**config.mk**
```make
export PLATFORM = sky130hd
export DESIGN_NAME = periodic_timer_table
export DESIGN_NICKNAME = d
export VERILOG_FILES = /design/src/hw/rtl/ptt_pkg.sv /design/src/hw/rtl/ptt_cell.sv /design/src/hw/rtl/ptt_ctrl.sv /design/src/hw/rtl/periodic_timer_table.sv
export SDC_FILE = /design/constraint.sdc
export NUM_CORES = 2
export LEC_CHECK = 0
export BUFFER_PORTS_ARGS = -buffer_cell sky130_fd_sc_hd__buf_2
export CAP_MARGIN = 0
export CORE_MARGIN = 2
export CORE_UTILIZATION = 30
export DETAILED_ROUTE_END_ITERATION = 7
export GPL_ROUTABILITY_DRIVEN = 0
export GPL_TIMING_DRIVEN = 0
export PLACE_DENSITY = 0.54
export SYNTH_ARGS = -nofsm -noshare
export SYNTH_HDL_FRONTEND = slang
export SYNTH_SLANG_ARGS = --single-unit
```
**constraint.sdc**
```tcl
create_clock -name clock -period 21.4 [get_ports clock]
set_clock_uncertainty 0.05 [all_clocks]
set_input_delay 3.21 -clock clock [delete_from_list [all_inputs] [get_ports clock]]
set_output_delay 3.21 -clock clock [all_outputs]
set_load 0.02 [all_outputs]
```
**src/hw/rtl/ptt_pkg.sv**
```systemverilog
// ---------------------------------------------------------------------------
// Periodic timer table package
// Shared sizes, request and result codes, and the entry and control types.
// ---------------------------------------------------------------------------
package ptt_pkg;

   localparam int DEPTH        = 16;
   localparam int TIME_WIDTH   = 32;
   localparam int HANDLE_WIDTH = 32;
   localparam int LEAD_WIDTH   = 10;
   localparam int CODE_WIDTH   = 3;
   localparam int CNT_WIDTH    = $clog2(DEPTH + 1);

   localparam logic [LEAD_WIDTH-1:0] LEAD_RESET = LEAD_WIDTH'(1);

   // Request types.
   localparam logic [CODE_WIDTH-1:0] REQ_ADD     = 3'd0;
   localparam logic [CODE_WIDTH-1:0] REQ_CHANGE  = 3'd1;
   localparam logic [CODE_WIDTH-1:0] REQ_RESTART = 3'd2;
   localparam logic [CODE_WIDTH-1:0] REQ_REMOVE  = 3'd3;
   localparam logic [CODE_WIDTH-1:0] REQ_TICK    = 3'd4;

   // Result kinds.
   localparam logic [CODE_WIDTH-1:0] KIND_ADDED     = 3'd0;
   localparam logic [CODE_WIDTH-1:0] KIND_DONE      = 3'd1;
   localparam logic [CODE_WIDTH-1:0] KIND_NOT_FOUND = 3'd2;
   localparam logic [CODE_WIDTH-1:0] KIND_FULL      = 3'd3;
   localparam logic [CODE_WIDTH-1:0] KIND_FIRED     = 3'd4;

   typedef enum logic [1:0] {
      ST_IDLE,
      ST_SCAN,
      ST_DONE
   } state_type;

   typedef struct packed {
      logic                    valid;
      logic [HANDLE_WIDTH-1:0] handle;
      logic [TIME_WIDTH-1:0]   start;
      logic [TIME_WIDTH-1:0]   period;
   } entry_type;

   // Control sent from the sequencer to every cell of the chain.
   typedef struct packed {
      logic      step;
      logic      drop;
      logic      load;
      entry_type head;
      entry_type fresh;
   } chain_ctl_type;

endpackage

```
**src/hw/rtl/ptt_cell.sv**
```systemverilog
// ---------------------------------------------------------------------------
// Timer cell
// Holds one table entry and passes it toward the head of the chain.
// ---------------------------------------------------------------------------
module ptt_cell
   import ptt_pkg::*;
(
   input  logic                 clock,
   input  logic                 reset,
   input  logic [CNT_WIDTH-1:0] idx,
   input  logic [CNT_WIDTH-1:0] cnt,
   input  chain_ctl_type        ctl,
   input  entry_type            nbr,
   output entry_type            entry
);

   entry_type entry_ff;
   entry_type entry_in;
   logic [CNT_WIDTH-1:0] idx_next;

   assign idx_next = idx + CNT_WIDTH'(1);

   // Live cells rotate toward cell zero; the cell at the tail of the live
   // run takes back the processed head entry unless it is being removed.
   always_comb begin
      entry_in = entry_ff;
      if (ctl.load && (cnt == idx)) begin
         entry_in       = ctl.fresh;
         entry_in.valid = 1'b1;
      end else if (ctl.step) begin
         if (idx_next < cnt) begin
            entry_in = nbr;
         end else if (idx_next == cnt) begin
            if (ctl.drop) begin
               entry_in.valid = 1'b0;
            end else begin
               entry_in = ctl.head;
            end
         end
      end
   end

   always_ff @(posedge clock) begin
      entry_ff.handle <= entry_in.handle;
      entry_ff.start  <= entry_in.start;
      entry_ff.period <= entry_in.period;
      if (reset) begin
         entry_ff.valid <= 1'b0;
      end else begin
         entry_ff.valid <= entry_in.valid;
      end
   end

   assign entry = entry_ff;

endmodule

```
**src/hw/rtl/ptt_ctrl.sv**
```systemverilog
// ---------------------------------------------------------------------------
// Timer table sequencer
// Takes requests, steps the cell chain once around for a tick, change, restart or remove, and forms the results.
// ---------------------------------------------------------------------------
module ptt_ctrl
   import ptt_pkg::*;
(
   input  logic                        clock,
   input  logic                        reset,
   input  logic                        req_tvalid,
   output logic                        req_tready,
   input  logic [3*TIME_WIDTH-1:0]     req_tdata,
   input  logic [CODE_WIDTH-1:0]       req_tuser,
   output logic                        rsp_tvalid,
   input  logic                        rsp_tready,
   output logic [HANDLE_WIDTH-1:0]     rsp_tdata,
   output logic [CODE_WIDTH-1:0]       rsp_tuser,
   output logic                        rsp_tlast,
   input  logic                        csr_valid,
   output logic                        csr_ready,
   input  logic [LEAD_WIDTH-1:0]       csr_data,
   input  entry_type                   head,
   output chain_ctl_type               ctl,
   output logic [CNT_WIDTH-1:0]        cnt
);

   state_type state_ff, state_in;

   logic [CODE_WIDTH-1:0]   type_ff, type_in;
   logic [TIME_WIDTH-1:0]   now_ff, now_in;
   logic [HANDLE_WIDTH-1:0] handle_ff, handle_in;
   logic [TIME_WIDTH-1:0]   interval_ff, interval_in;
   logic [CNT_WIDTH-1:0]    steps_ff, steps_in;
   logic [CNT_WIDTH-1:0]    cnt_ff, cnt_in;
   logic                    found_ff, found_in;
   logic                    pend_valid_ff, pend_valid_in;
   logic [CODE_WIDTH-1:0]   pend_kind_ff, pend_kind_in;
   logic [HANDLE_WIDTH-1:0] pend_handle_ff, pend_handle_in;
   logic [HANDLE_WIDTH-1:0] next_handle_ff, next_handle_in;
   logic [LEAD_WIDTH-1:0]   lead_ff, lead_in;
   logic                    rsp_valid_ff, rsp_valid_in;
   logic [CODE_WIDTH-1:0]   rsp_kind_ff, rsp_kind_in;
   logic [HANDLE_WIDTH-1:0] rsp_handle_ff, rsp_handle_in;
   logic                    rsp_last_ff, rsp_last_in;

   logic                  out_free;
   logic                  is_add;
   logic                  is_tick;
   logic                  is_unknown;
   logic [TIME_WIDTH-1:0] elapsed;
   logic                  due;
   logic                  match;
   logic                  stall;
   logic                  push;
   logic                  push_last;

   assign out_free   = !rsp_valid_ff || rsp_tready;
   assign is_add     = (type_ff == REQ_ADD);
   assign is_tick    = (type_ff == REQ_TICK);
   assign is_unknown = (type_ff > REQ_TICK);
   assign elapsed    = now_ff - head.start;
   assign due        = head.valid && (elapsed > head.period);
   assign match      = head.valid && !found_ff && (head.handle == handle_ff);
   // A new fire pushes the one held before it, which needs the output free.
   assign stall      = is_tick && due && pend_valid_ff && !out_free;

   // Next state.
   always_comb begin
      state_in = state_ff;
      case (state_ff)
         ST_IDLE: begin
            if (req_tvalid) begin
               state_in = ST_SCAN;
            end
         end
         ST_SCAN: begin
            if (is_add || is_unknown || (steps_ff == '0)) begin
               state_in = ST_DONE;
            end
         end
         ST_DONE: begin
            if (!pend_valid_ff || out_free) begin
               state_in = ST_IDLE;
            end
         end
         default: begin
            state_in = ST_IDLE;
         end
      endcase
   end

   // Datapath and outputs.
   always_comb begin
      req_tready     = 1'b0;
      type_in        = type_ff;
      now_in         = now_ff;
      handle_in      = handle_ff;
      interval_in    = interval_ff;
      steps_in       = steps_ff;
      cnt_in         = cnt_ff;
      found_in       = found_ff;
      pend_valid_in  = pend_valid_ff;
      pend_kind_in   = pend_kind_ff;
      pend_handle_in = pend_handle_ff;
      next_handle_in = next_handle_ff;
      push           = 1'b0;
      push_last      = 1'b0;
      ctl            = '0;
      ctl.head       = head;
      ctl.fresh.valid  = 1'b1;
      ctl.fresh.handle = next_handle_ff;
      ctl.fresh.period = interval_ff;
      ctl.fresh.start  = now_ff - interval_ff - TIME_WIDTH'(lead_ff);

      case (state_ff)
         ST_IDLE: begin
            req_tready = 1'b1;
            if (req_tvalid) begin
               type_in        = req_tuser;
               now_in         = req_tdata[TIME_WIDTH-1:0];
               handle_in      = req_tdata[TIME_WIDTH +: HANDLE_WIDTH];
               interval_in    = req_tdata[TIME_WIDTH + HANDLE_WIDTH +: TIME_WIDTH];
               steps_in       = cnt_ff;
               found_in       = 1'b0;
               pend_valid_in  = (req_tuser == REQ_CHANGE) || (req_tuser == REQ_RESTART) ||
                                (req_tuser == REQ_REMOVE);
               pend_kind_in   = KIND_NOT_FOUND;
               pend_handle_in = req_tdata[TIME_WIDTH +: HANDLE_WIDTH];
            end
         end
         ST_SCAN: begin
            if (is_add) begin
               pend_valid_in = 1'b1;
               if (cnt_ff == CNT_WIDTH'(DEPTH)) begin
                  pend_kind_in   = KIND_FULL;
                  pend_handle_in = '0;
               end else begin
                  ctl.load       = 1'b1;
                  pend_kind_in   = KIND_ADDED;
                  pend_handle_in = next_handle_ff;
                  next_handle_in = next_handle_ff + HANDLE_WIDTH'(1);
                  cnt_in         = cnt_ff + CNT_WIDTH'(1);
               end
            end else if (!is_unknown && (steps_ff != '0) && !stall) begin
               ctl.step = 1'b1;
               steps_in = steps_ff - CNT_WIDTH'(1);
               if (is_tick) begin
                  if (due) begin
                     ctl.head.start = head.start + head.period;
                     push           = pend_valid_ff;
                     pend_valid_in  = 1'b1;
                     pend_kind_in   = KIND_FIRED;
                     pend_handle_in = head.handle;
                  end
               end else if (match) begin
                  found_in     = 1'b1;
                  pend_kind_in = KIND_DONE;
                  if (type_ff == REQ_CHANGE) begin
                     ctl.head.period = interval_ff;
                  end else if (type_ff == REQ_RESTART) begin
                     ctl.head.start = now_ff;
                  end else begin
                     ctl.drop = 1'b1;
                     cnt_in   = cnt_ff - CNT_WIDTH'(1);
                  end
               end
            end
         end
         ST_DONE: begin
            if (pend_valid_ff && out_free) begin
               push          = 1'b1;
               push_last     = 1'b1;
               pend_valid_in = 1'b0;
            end
         end
         default: begin
         end
      endcase
   end

   // Result register.
   always_comb begin
      rsp_valid_in  = rsp_valid_ff;
      rsp_kind_in   = rsp_kind_ff;
      rsp_handle_in = rsp_handle_ff;
      rsp_last_in   = rsp_last_ff;
      if (push) begin
         rsp_valid_in  = 1'b1;
         rsp_kind_in   = pend_kind_ff;
         rsp_handle_in = pend_handle_ff;
         rsp_last_in   = push_last;
      end else if (rsp_tready) begin
         rsp_valid_in = 1'b0;
      end
   end

   always_comb begin
      csr_ready = 1'b1;
      lead_in   = lead_ff;
      if (csr_valid) begin
         lead_in = csr_data;
      end
   end

   always_ff @(posedge clock) begin
      type_ff        <= type_in;
      now_ff         <= now_in;
      handle_ff      <= handle_in;
      interval_ff    <= interval_in;
      steps_ff       <= steps_in;
      found_ff       <= found_in;
      pend_kind_ff   <= pend_kind_in;
      pend_handle_ff <= pend_handle_in;
      rsp_kind_ff    <= rsp_kind_in;
      rsp_handle_ff  <= rsp_handle_in;
      rsp_last_ff    <= rsp_last_in;
      if (reset) begin
         state_ff       <= ST_IDLE;
         cnt_ff         <= '0;
         pend_valid_ff  <= 1'b0;
         next_handle_ff <= '0;
         lead_ff        <= LEAD_RESET;
         rsp_valid_ff   <= 1'b0;
      end else begin
         state_ff       <= state_in;
         cnt_ff         <= cnt_in;
         pend_valid_ff  <= pend_valid_in;
         next_handle_ff <= next_handle_in;
         lead_ff        <= lead_in;
         rsp_valid_ff   <= rsp_valid_in;
      end
   end

   assign rsp_tvalid = rsp_valid_ff;
   assign rsp_tdata  = rsp_handle_ff;
   assign rsp_tuser  = rsp_kind_ff;
   assign rsp_tlast  = rsp_last_ff;
   assign cnt        = cnt_ff;

endmodule

```
**src/hw/rtl/periodic_timer_table.sv**
```systemverilog
// ---------------------------------------------------------------------------
// Periodic timer table
// Ordered table of periodic timers kept in a rotating chain of cells.
// ---------------------------------------------------------------------------
//   Channel   Direction  Accepted when             Carries
//   req_      in         req_tvalid & req_tready   tuser: type; tdata: now, handle, interval
//   rsp_      out        rsp_tvalid & rsp_tready   tuser: kind; tdata: handle; tlast: last
//   csr_      in         csr_valid & csr_ready     start_lead
//
// For a tick, change, restart or remove, the chain rotates once around its
// live entries, one entry per cycle through the head cell, except while paused.
// An add or a request of unknown type does not rotate the chain.
// The rotation pauses while a fire result waits on a stalled output.
// Reset empties the table; start_lead returns to 1.
// ---------------------------------------------------------------------------
module periodic_timer_table
   import ptt_pkg::*;
(
   input  logic                    clock,
   input  logic                    reset,
   input  logic                    req_tvalid,
   output logic                    req_tready,
   // now [31:0], handle [63:32], interval [95:64]
   input  logic [3*TIME_WIDTH-1:0] req_tdata,
   // req_type [2:0]
   input  logic [CODE_WIDTH-1:0]   req_tuser,
   output logic                    rsp_tvalid,
   input  logic                    rsp_tready,
   // result_handle [31:0]
   output logic [HANDLE_WIDTH-1:0] rsp_tdata,
   // result_kind [2:0]
   output logic [CODE_WIDTH-1:0]   rsp_tuser,
   output logic                    rsp_tlast,
   input  logic                    csr_valid,
   output logic                    csr_ready,
   input  logic [LEAD_WIDTH-1:0]   csr_data
);

   chain_ctl_type        ctl;
   logic [CNT_WIDTH-1:0] cnt;
   entry_type            cell_q [DEPTH];

   ptt_ctrl u_ctrl (
      .clock      (clock),
      .reset      (reset),
      .req_tvalid (req_tvalid),
      .req_tready (req_tready),
      .req_tdata  (req_tdata),
      .req_tuser  (req_tuser),
      .rsp_tvalid (rsp_tvalid),
      .rsp_tready (rsp_tready),
      .rsp_tdata  (rsp_tdata),
      .rsp_tuser  (rsp_tuser),
      .rsp_tlast  (rsp_tlast),
      .csr_valid  (csr_valid),
      .csr_ready  (csr_ready),
      .csr_data   (csr_data),
      .head       (cell_q[0]),
      .ctl        (ctl),
      .cnt        (cnt)
   );

   for (genvar i = 0; i < DEPTH; i++) begin : g_cell
      entry_type nbr;
      if (i == DEPTH - 1) begin : g_end
         // The last cell is only ever the tail, so it never shifts from a neighbor.
         assign nbr = cell_q[i];
      end else begin : g_mid
         assign nbr = cell_q[i+1];
      end

      ptt_cell u_cell (
         .clock (clock),
         .reset (reset),
         .idx   (CNT_WIDTH'(i)),
         .cnt   (cnt),
         .ctl   (ctl),
         .nbr   (nbr),
         .entry (cell_q[i])
      );
   end

endmodule

```
---- Yosys cells after proc, flatten, opt, wreduce, memory -nomap -nowiden ----
Cells that the tools add are included.
operators by class
  $add $sub $neg .......................... 8
  magnitude comparators ................... 18
  equality and inequality tests ........... 75
  multiplexer cells ....................... 138
  bitwise operators ....................... 1
  reduce and logical (&&, ||, !) cells .... 122
operator list
  cell                                                                          number
  97-bit two-way mux                                                            64
  32-bit two-way mux                                                            12
  64-bit two-way mux                                                            5
  96-bit two-way mux                                                            1
  32-bit one-hot mux with 2 select lines                                        1
  32-bit subtractor                                                             2
  3-bit by 1-bit != test with 1-bit output (second input constant)              18
  3-bit AND reduction                                                           18
  5-bit two-way mux                                                             10
  3-bit nonzero test                                                            16
  2-bit nonzero test                                                            22
  4-bit by 5-bit equality test with 1-bit output (first input constant)         8
  5-bit by 4-bit equality test with 1-bit output (second input constant)        8
  4-bit by 5-bit less-than comparator with 1-bit output (first input constant)  8
  2-bit AND reduction                                                           17
  32-bit by 1-bit adder with 32-bit output (second input constant)              1
  32-bit adder                                                                  1
  32-bit equality test                                                          1
  32-bit > comparator                                                           1
  32-bit by 10-bit subtractor with 32-bit output                                1
  1-bit two-way mux                                                             26
  1-bit logical AND                                                             25
  3-bit two-way mux                                                             7
  3-bit by 5-bit equality test with 1-bit output (first input constant)         4
  other kinds (40)                                                              85
word-level totals
  register bits ........................... 1779
  output and inout port bits .............. 39
  word-level logic and storage cells ...... 443

---- Longest topological paths before layout ----
  depth after elaboration ................. 16
  depth in mapped cells ................... 28

---- Cells and area by module ----
From an unflattened synthesis, not the netlist that was laid out.
second synthesis, totals
  cell total of the unflattened synthesis .. 10144
  area total of the unflattened synthesis .. 105398.6 um^2
by module, submodules not included
  module                            instances  cells an instance  area an instance (um^2)  seq. area each (um^2)
  ptt_cell at g_cell[1].u_cell ...  9          455                5159.9                   2902.8
  ptt_cell at g_cell[0].u_cell ...  6          606                6162.2                   2902.8
  ptt_ctrl                          1          1845               16803.6                  6306.0
  ptt_cell at g_cell[14].u_cell     1          566                5175.0                   2902.8
  periodic_timer_table              1          2                  7.5                      0.0

---- Worst setup path before layout ----
No wires, ideal clock.
  kind .................................... register to register
  start point ............................. reg u_ctrl.now_ff[0]
  end point ............................... reg g_cell[7].u_cell.entry_ff (netlist bit g_cell[7].u_cell.entry[0]) (enable)
  library setup time ...................... 0.683 ns
  arrival time ............................ 12.260 ns
  required time ........................... 20.667 ns
  slack ................................... 8.407 ns
  cell stages (with the launch flop) ...... 27
  clock period less this slack ............ 12.993 ns
  cell sequence ........................... edfxtp_1 inv_1 ha_1 inv_1 fa_1 a211oi_1 o21ai_1 a21oi_1 o21ai_1 o311ai_0 a21oi_1 a221o_1 a2111oi_0 a21oi_1 xor2_1 ha_1 nand4_1 nor4_2 nand2_1 o41ai_2 a21o_1 nor3_2 a21oi_4 buf_2 buf_2 nand2_1 o21ai_0
between the ends
  longest elaborated chain between the ends .. 13
  elaborated cells between the ends (all ways) .. 14
  classes of those cells .................. 1 x add/sub; 1 x order compare; 1 x eq/ne; 3 x mux; 8 x reduce/logical
RTL lines
  item                                                                                      RTL line         text
  start, declared                                                                           ptt_ctrl.sv:30   logic [TIME_WIDTH-1:0] now_ff, now_in;
  start signal, assigned                                                                    ptt_ctrl.sv:207  now_ff <= now_in;
  32-bit subtractor *                                                                       ptt_ctrl.sv:61   assign elapsed = now_ff - head.start;
  32-bit > comparator *                                                                     ptt_ctrl.sv:62   assign due = head.valid && (elapsed > head.period);
  1-bit logical AND *                                                                       ptt_ctrl.sv:62
  1-bit logical AND * (3 in a row)                                                          ptt_ctrl.sv:65   assign stall = is_tick && due && pend_valid_ff && !out_free;
  1-bit zero test *                                                                         ptt_ctrl.sv:144  end else if (!is_unknown && (steps_ff != '0) && !stall) begin
  1-bit logical AND *                                                                       ptt_ctrl.sv:144
  2-bit two-way mux *                                                                       ptt_ctrl.sv:144
  2-bit two-way mux *                                                                       ptt_ctrl.sv:132  if (is_add) begin
  3-bit two-way mux *                                                                       ptt_ctrl.sv:115  case (state_ff)
  3-bit by 1-bit != test with 1-bit output (no line) or 2-bit nonzero test (tied branches)  -
  3-bit AND reduction (no line) *                                                           -
  end, declared                                                                             ptt_cell.sv:17   entry_type entry_ff;
Every way passes the cells marked *; elsewhere a longest branch is shown, timed or not.
A chain may end at the register's enable or synchronous reset.

==> results.cfg <==
[outcome]
outcome = complete, but fails checks
violations = max-capacitance violations, max-slew violations

[clocking]
numCtsBuffers = 191
cts_tree = yes
clkTransAtPathRegs_ns = 0.06
cts_root_buf = clkbuf_16
cts_hold_buf = 0
cts_resized = 0
cts.path.max_buffers = 4
post_cts_buffers = 0
insertion_delay_ns = 0.85
htree_levels = 4
cts_sinks = 1779

[synth]
synth.net_count = 9483
yosysUniqueCellTypes = 91
netlist_instances = 9195
synth_ff_type = edfxtp_1
yosysSeqAreaShare_pct = 57.7
synth_top_family_by_area = compound AO/OA/AOI/OAI gates
yosysWarnings = 0
synth-simple-area-share_pct = 13.8
synth-edff-count = 1712
muxShareOfSynthArea_pct = 0.670
synth_seq_cells = 1779
synthArstFlopShare_pct = 0
synthesis.area_um2 = 91400
synth_compound_area_share_pct = 19.2
synth-xor-area-share_pct = 1.40
syn_avg_cell_area_um2 = 9.94
synthAdderAreaFrac_pct = 2.48

[place]
post-dp-hpwl_mm = 278
port_buffers = 151
placed_cell_area_um2 = 98600

[die]
rows = 202
boundaryPins = 153
fp.dieH_um = 556
initial_utilization_pct = 30.2
coreArea_um2 = 303000
die-area_um2 = 309000
die_w_um = 556

[setup_path]
reg2reg_setup_slack_ns = 11.61
timing.rr.start = u_ctrl.now_ff[0]
cp.arrival_ns = 10.26
worstSetupPathType = flip-flop to flip-flop
critPathTopFamily = compound AO/OA/AOI/OAI gates
cp.required_ns = 21.87
critPathSlowestCell = a2111oi_0
rr_endpoint = g_cell[12].u_cell.entry[63]
cp_max_fo = 10
cp-end-kind = flip-flop
critPathLaunchType = flip-flop
reg2regPathDepth = 27
cp_common_cell = a21oi_1
cp_num_buf_inv = 4
slowest_delay_ns = 1.44

[pwr]
p_clk_share_pct = 28.0
power_density_nw_per_um2 = 108
peakVddDrop_uv = 70.3
internal-power_mw = 7.03
p_leak_nw = 36.9
combPwrFrac_pct = 33.5
power_frac_seq_pct = 38.5
p_sw_share_pct = 37.9
switchingPower_mw = 4.29

[finish]
final_area_um2 = 104000
multi_input_area_um2 = 34600
fillers = 30200
seq_area_um2 = 52800
nets = 9883
final_cell_mix = 1712 x edfxtp_1, 1632 x nand2_1, 920 x nor2_1, 860 x clkbuf_1, 614 x o21ai_0
final_common_cell = edfxtp_1
syn_to_final_growth_pct = 14.2
layout-drive-gt1-share_pct = 6.70

[hold_path]
hold_path_end = u_ctrl.rsp_tdata[23]
hp-start = u_ctrl.pend_handle_ff[23]
min_path_cells = 0
min_path_type = flip-flop to flip-flop

[sta]
setup_viol = 0
slew_violations = 29
tightest_slew_ns = 1.55
timing.slew.headroom_pct = -3.59
hold_viol_final = 0
period_share_pct = 45.8
setup-tns-final_ns = 0
fin_crit_ns = 9.79
fmax_mhz = 102
rsz0062_at_grt = no

[routing]
drt-initial-drc-count = 9759
ant_nets = 0
drt-pass1-iter-count = 8
num_vias = 74400
totalWireLength_mm = 342
wire_per_inst_um = 24.9
drc = 0
viasPerCell = 5.42

[grt]
grt_pass1_wl_mm = 485
antenna_found_initial = 13
overflow = 0
grt_max_degree = 68
grt_usage_pct = 21.4
grt_pass1_vias = 68600

[job]
cap_violations = 2
-- cell usage after synthesis (all sizes together) (34+ instances only) --
master | instances | area (µm²)
o22ai | 193 | 1210
mux2i | 59 | 591
a211oi | 34 | 265
ha | 162 | 2030
nor2 | 923 | 3470
xnor2 | 91 | 805
xor2 | 54 | 473
edfxtp | 1712 | 51400
and3 | 113 | 707
nor3 | 71 | 377
a31oi | 534 | 3340
o221ai | 44 | 385
nor2b | 55 | 344
buf | 146 | 677
nand2 | 1636 | 6140
nand3 | 117 | 586
dfxtp | 67 | 1340
a22oi | 471 | 3540
o21ai | 724 | 3620
inv | 184 | 691
clkbuf | 806 | 3030
a21o | 39 | 293
a21oi | 632 | 3310
-- worst reg2reg max path, stage by stage, from the launching register on --
cell,delay [ns]
edfxtp_1,0.47
inv_1,0.15
ha_1,0.18
inv_1,0.06
fa_1,0.42
a211oi_1,0.35
o21ai_1,0.23
a21oi_1,0.23
o21ai_1,0.22
o311ai_0,0.40
a21oi_1,0.20
a221o_1,0.38
a2111oi_0,0.82
a21oi_1,0.19
xor2_1,0.20
ha_1,0.30
nand4_1,0.19
nor4_2,0.37
nand2_1,0.34
o41ai_2,0.47
a21oi_1,0.16
and3_1,0.22
buf_2,0.19
buf_4,0.24
o2111ai_1,0.10
nand3_1,0.68
a2111oi_0,1.46
o22ai_1,0.22
-- cell type report --
type	count	area share (%)
clock buffer	251	4.89
sequential	1779	50.5
multi-input combinational	6279	33.2
antenna	9	0.0216
tap	3978	4.77
timing repair buffer	207	1.78
clock inverter	77	0.627
buffer	952	3.55
inverter	185	0.665
-- power groups by stage --
stage | combinational (mW) | clock (mW) | sequential [mW]
2_1_floorplan | 2.11 | 0 | 4.38
3_3_place_gp | 3.47 | 0 | 4.47
3_5_place_dp | 3.63 | 0 | 4.43
4_1_cts | 3.65 | 3.20 | 4.36
5_1_grt | 4.03 | 3.32 | 4.37
6_report | 3.79 | 3.17 | 4.36
-- layer usage --
metal  track usage [%]  wire length, µm
met3              4.00            32600
met1              27.8           137000
met5             0.531              261
met2              33.3           150000
met4              12.3            22300
-- cells by family after synthesis --
family / count (synthesis)
xor gates and xnor gates: 145
and+or+nand+nor: 3050
AOI/OAI and AO/OA: 2848
adders and majority gates: 174
other: 1
muxes: 61
DFF: 1779
buffers and inverters: 1137
-- through the flow --
step                      hold WS (ns)  util (%)  power (mW)  instances  setup slack, ns
after floorplan                  0.350         -        6.49       9195             8.41
after global placement           0.354      32.1        7.93      13300             2.24
after detailed placement         0.355      32.5        8.06      13400            12.20
after CTS                        0.366      34.4        11.2      13700            12.12
after global routing             0.375      34.4        11.7      13700            11.46
final                            0.368      34.4        11.3      13700            11.61
-- worst max-delay path by stage --
stage | startpoint | endpoint | slack [ns] | cells after the start
floorplan | u_ctrl.now_ff[0] | g_cell[7].u_cell.entry[0] | 8.41 | 26
global placement | u_ctrl.now_ff[0] | g_cell[15].u_cell.entry[17] | 2.24 | 25
detailed placement | u_ctrl.now_ff[0] | g_cell[15].u_cell.entry[82] | 12.20 | 27
CTS | u_ctrl.now_ff[0] | g_cell[15].u_cell.entry[82] | 12.12 | 27
global route | u_ctrl.now_ff[0] | g_cell[14].u_cell.entry[81] | 11.46 | 27
finish | u_ctrl.now_ff[0] | g_cell[12].u_cell.entry[63] | 11.61 | 27
-- registers in the layout, indices dropped and copies added (netlist names), 5 cells and up --
signal                 cells
u_ctrl.steps_ff            5
u_ctrl.rsp_tdata          32
g_cell.u_cell.entry     1552
u_ctrl.handle_ff          32
u_ctrl.now_ff             32
u_ctrl.pend_handle_ff     32
u_ctrl.next_handle_ff     32
u_ctrl.interval_ff        32
u_ctrl.lead_ff            10
u_ctrl.cnt                 5
No activity file was read; power rests on OpenSTA's default activity.
